==> src/sv/fprf_pkg.sv <==
package fprf_pkg;

    localparam int NUM_REGS   = 32;
    localparam int ENTRY_W    = $clog2(NUM_REGS);
    localparam int DATA_W     = 64;
    localparam int HALF_W     = 32;
    localparam int REQ_W      = 3;
    localparam int STEP_W     = ENTRY_W - 1;

    // Power-on status word; its FR bit sets the mode after reset.
    localparam logic [31:0] POWERON_STATUS  = 32'h3400_0000;
    localparam int          STATUS_FR_SHIFT = 26;

    localparam logic [REQ_W-1:0] REQ_WRITE_SINGLE = 3'd0;
    localparam logic [REQ_W-1:0] REQ_READ_SINGLE  = 3'd1;
    localparam logic [REQ_W-1:0] REQ_WRITE_DOUBLE = 3'd2;
    localparam logic [REQ_W-1:0] REQ_READ_DOUBLE  = 3'd3;
    localparam logic [REQ_W-1:0] REQ_SET_MODE     = 3'd4;

    typedef logic [DATA_W-1:0]  t_word;
    typedef logic [ENTRY_W-1:0] t_entry;

endpackage

==> src/sv/fprf_ram.sv <==
module fprf_ram #(
    parameter int WIDTH = fprf_pkg::DATA_W,
    parameter int DEPTH = fprf_pkg::NUM_REGS
) (
    input  logic                     i_clk,
    input  logic                     i_we,
    input  logic [$clog2(DEPTH)-1:0] i_waddr,
    input  logic [WIDTH-1:0]         i_wdata,
    input  logic [$clog2(DEPTH)-1:0] i_raddr,
    output logic [WIDTH-1:0]         o_rdata
);

    logic [WIDTH-1:0] r_mem [DEPTH];
    logic [WIDTH-1:0] r_rdata;

    always_ff @(posedge i_clk) begin
        if (i_we) begin
            r_mem[i_waddr] <= i_wdata;
        end
        r_rdata <= r_mem[i_raddr];
    end

    assign o_rdata = r_rdata;

endmodule

==> config.mk <==
export PLATFORM = sky130hd
export DESIGN_NAME = fprf_ram
export DESIGN_NICKNAME = d
export VERILOG_FILES = /design/src/sv/fprf_pkg.sv /design/src/sv/fprf_ram.sv
export SDC_FILE = /design/constraint.sdc
export NUM_CORES = 2
export LEC_CHECK = 0
export ABC_AREA = 0
export BUFFER_PORTS_ARGS = -buffer_cell sky130_fd_sc_hd__buf_2
export CAP_MARGIN = 10
export CORE_ASPECT_RATIO = 1.1
export CORE_MARGIN = 5
export CORE_UTILIZATION = 35
export DETAILED_ROUTE_END_ITERATION = 12
export GPL_TIMING_DRIVEN = 0
export SLEW_MARGIN = 20
export SYNTH_ARGS = -nofsm -noshare
export SYNTH_HDL_FRONTEND = slang
export SYNTH_SLANG_ARGS = --single-unit
==> constraint.sdc <==
create_clock -name i_clk -period 8.1 [get_ports i_clk]
set_input_delay 0.81 -clock i_clk [delete_from_list [all_inputs] [get_ports i_clk]]
set_output_delay 0.81 -clock i_clk [all_outputs]
set_load 0.01 [all_outputs]
# Word-level counts from Yosys, hierarchy flattened

Memories as Yosys holds them, arrays and structs flattened. A register that Yosys moved wholly into a read port is not among the register bits.
Index checks and enable logic that the tools add are counted.

Flip-flop bits (word level): 0
Latch bits: 0
Memory bits (writable): 2,048
Bits in read-only memories: 0
Bits of input ports: 76
Output and inout bits: 64
Logic and storage cells: 3
Memories: 1

Memory list:

| name  | words | bits a word | read ports | clocked after Yosys merged registers in | write ports | RTL line       | source |
|---|---|---|---|---|---|---|---|
| r_mem | 32    | 64          | 1          | 1                                       | 1           | fprf_ram.sv:13 | `logic [WIDTH-1:0] r_mem [DEPTH];` |

$add $sub $neg: 0
$mul: 0
Divide/modulo/power cells: 0
Magnitude comparators: 0
Equality and inequality tests: 0
Shifts and indexed selects: 0
Multiplexer cells: 2
Bitwise gates (word level): 0
Reduce and logical (&&, ||, !) cells: 0

Operators by type and width:

| operator          | number |
|---|---|
| two-way mux 1 bit | 2 |

# Logic depth before layout (Yosys ltp)

Word-level depth: 2
Gate-level depth with buffers: 9
Gate-level depth less buffers: 4

# Least setup slack after synthesis

OpenSTA, ideal clock, no wires.

Path kind: input-to-reg
Start: input i_waddr[1]
End: memory r_mem[12][0] (netlist bit) (enable)
Library setup time: 0.486 ns
Arrival time: 4.146 ns
Required time: 7.614 ns
Setup slack: 3.468 ns
Cell stages on the path: 3
Buffers on the path: 1
Cell sequence: or3b_2 > clkbuf_1 > nor2_1

RTL lines:

| element         | RTL line       | source |
|---|---|---|
| start, declared | fprf_ram.sv:7  | `input logic [$clog2(DEPTH)-1:0] i_waddr,` |
| end, declared   | fprf_ram.sv:13 |  |

Straight into the memory's write port.

# Final worst setup path

Start: input i_raddr[3]
End: register r_rdata[11] (netlist: o_rdata[11]), read port of r_mem

RTL lines:

| element         | RTL line       | source |
|---|---|---|
| start, declared | fprf_ram.sv:9  | `input logic [$clog2(DEPTH)-1:0] i_raddr,` |
| end, declared   | fprf_ram.sv:14 | `logic [WIDTH-1:0] r_rdata;` |

No word-level cell between the ends.

==> flow_summary.yaml <==
outcome:
  status: "finished clean"
global_routing:
  grt_max_degree: 33
  overflow: 0
  grt_antenna_before_repair: 35
  grt_pass1_wl_um: 295000
  first_global_vias: 37200
  track_usage_pct: 17.9
logic_synthesis:
  syn_inst: 3097
  netlist-cell-type-count: 31
  ys_seq_elements: 2112
  yosysSeqAreaShare_pct: 79.5
  netlist_area_um2: 79000
  syn_area_per_cell_um2: 25.5
  synth_flop_cell: "edfxtp_1"
  synth_edf_count: 2048
  synthesis.nets: 3173
  async_flop_share_pct: 0
  yosysWarnings: 0
sta:
  rsz0062_at_grt: "no"
  fin_crit_sh_pct: 37.8
  drv_slew: 0
  slew_headroom_pct: 21.4
  min_period_ps: 3060
  hold_viol_final: 0
  fmax_mhz: 327
  finalSetupViolCount: 0
  tns_ps: 0
  worstMarginPinSlew_ps: 1180
  setup_slack_ps: 5040
  skew_ps: 20.7
layout:
  mostFrequentLayoutCells: "edfxtp_1, mux4_2, clkbuf_16, buf_2, clkbuf_1"
  layout_commonest_cell: "edfxtp_1"
  layout-area-overhead-vs-synth_pct: 18.6
  drive_gt1_share_pct: 36.5
  nets: 3667
clock_network:
  cts_post_setup_buffers_inserted: 0
  cts_sinks: 2112
  cts_tree: "done"
  numCtsBuffers: 202
  post_cts_resized: 0
  ctsHoldBuffers: 0
  cts_max_path_buffers: 3
  root_buffer: "clkbuf_16"
  clkSlewWorstSetupHoldPaths_ps: 60
  insertion_delay_ps: 840
  htreeDepth: 4
route:
  antenna_left: 0
  dr.pass1.iters: 7
  drc: 0
  via_per_inst: 5.44
  drtIter0Drc: 4565
  routedWlPerCell_um: 31.7
  wirelength_um: 213000
  vias: 36500
pwr:
  finalPower_mw: 22.6
  p_per_area_nw_per_um2: 241
  p_leak_nw: 29.1
  irDropWorstVdd_uv: 228
floorplan:
  die_h_um: 508
  core-area_um2: 224000
  die_w_um: 463
  die-area_um2: 235000
  io_pins: 140
  initial_utilization_pct: 35.2
  rows: 182
critical_path:
  crit_path_end_kind: "flop"
  cpMaxStageDelayCell: "clkbuf_1"
  r2r-start: "r_mem[31][10]$_DFFE_PP_"
  crit_type: "primary input to flop"
  startpoint: "i_raddr[3]"
  path_cells: "buf_2 -> buf_2 -> clkbuf_2 -> clkbuf_1 -> mux2_2"
  cp.buffers_inverters: 4
  startpoint_type: "primary input"
  cp_common_cell: "buf_2"
  cp_max_fo: 10
  worstPathArrival_ps: 3750
  worstPathRequired_ps: 8780
  worst_path_largest_cell_delay_ps: 820
  crit_family: "buffers and inverters"
hold_path:
  hold_class: "primary input to flop"
  hold_start: "i_wdata[1]"
placed_design:
  place.gp.congestion: 0.723
  pre_cts_ws_ps: 4030
  place.detailed.hpwl_um: 142000
  io_buffers: 135
job:
  drv_cap: 0
worst reg2reg max path, stage by stage, from the launching register on:
cell,delay (ps)
edfxtp_1,370
mux4_2,480
mux4_2,490
mux2_2,370
cells by family after synthesis:
kind of cell           count (synthesis)  synth area share [%]
DFF                                 2112                  79.5
muxes                                714                  18.7
buffers and inverters                157                 0.944
and+or+nand+nor                       64                 0.379
AOI/OAI and AO/OA                     50                 0.466
registers in the layout, indices dropped and copies added (netlist names):
register and count:
r_mem 2048, o_rdata 64
worst paths after layout:
check,slack (ps),cells past startpoint,endpoint
max,5040,5,o_rdata[11]$_DFF_P_
min,460,1,r_mem[0][1]$_DFFE_PP_
max reg2reg,6240,3,o_rdata[10]$_DFF_P_
min reg2reg,790,3,o_rdata[13]$_DFF_P_
layer usage:
layer  vias up  track usage [%]  routed length [µm]
met4         8             4.90                5560
met3       328             2.90               14400
met5         -                0                  42
met1     20100             23.3               82900
met2      1611             31.1              110000
li1      14500                -                   -
cells in the mapped netlist, types with 4 or more instances:
library cell     n  area [µm²]
a221oi_1        12         105
buf_1           19        71.3
edfxtp_1      2048       61500
mux2_2          74         833
buf_2           65         325
o21ai_0          9        45.0
o22ai_1         10        62.6
nor2_1          41         154
buf_4           14         105
nand3b_1         5        37.5
nor2b_1          4        25.0
dfxtp_1         64        1280
mux4_2         602       13600
mux2i_1         38         380
clkbuf_1        55         206
layout make-up:
type	instances	area, µm²
multi-input cells	828	15700
flip-flops and latches	2112	62800
plain buffers	156	763
clock buffers	273	5490
fillers	19100	130000
repair buffers	290	4290
well taps	2944	3680
diodes	5	12.5
inverters	1	3.75
clock inverters	106	937
where the power goes:
part	internal [mW]	total, mW	switching (mW)
combinational	0.497	1.20	0.707
sequential	12.1	12.2	0.0470
clock	5.17	9.20	4.04
per-stage QoR:
step	util [%]	hold slack (ps)	cells	cell area (µm²)
3_5_place_dp	38.9	781	6330	87200
5_1_grt	41.8	447	6713	93600
3_3_place_gp	37.2	782	6176	83300
4_1_cts	41.8	392	6709	93600
2_1_floorplan	-	722	3097	79000
6_report	41.8	465	6715	93600
No activity file was read; power rests on OpenSTA's default activity.
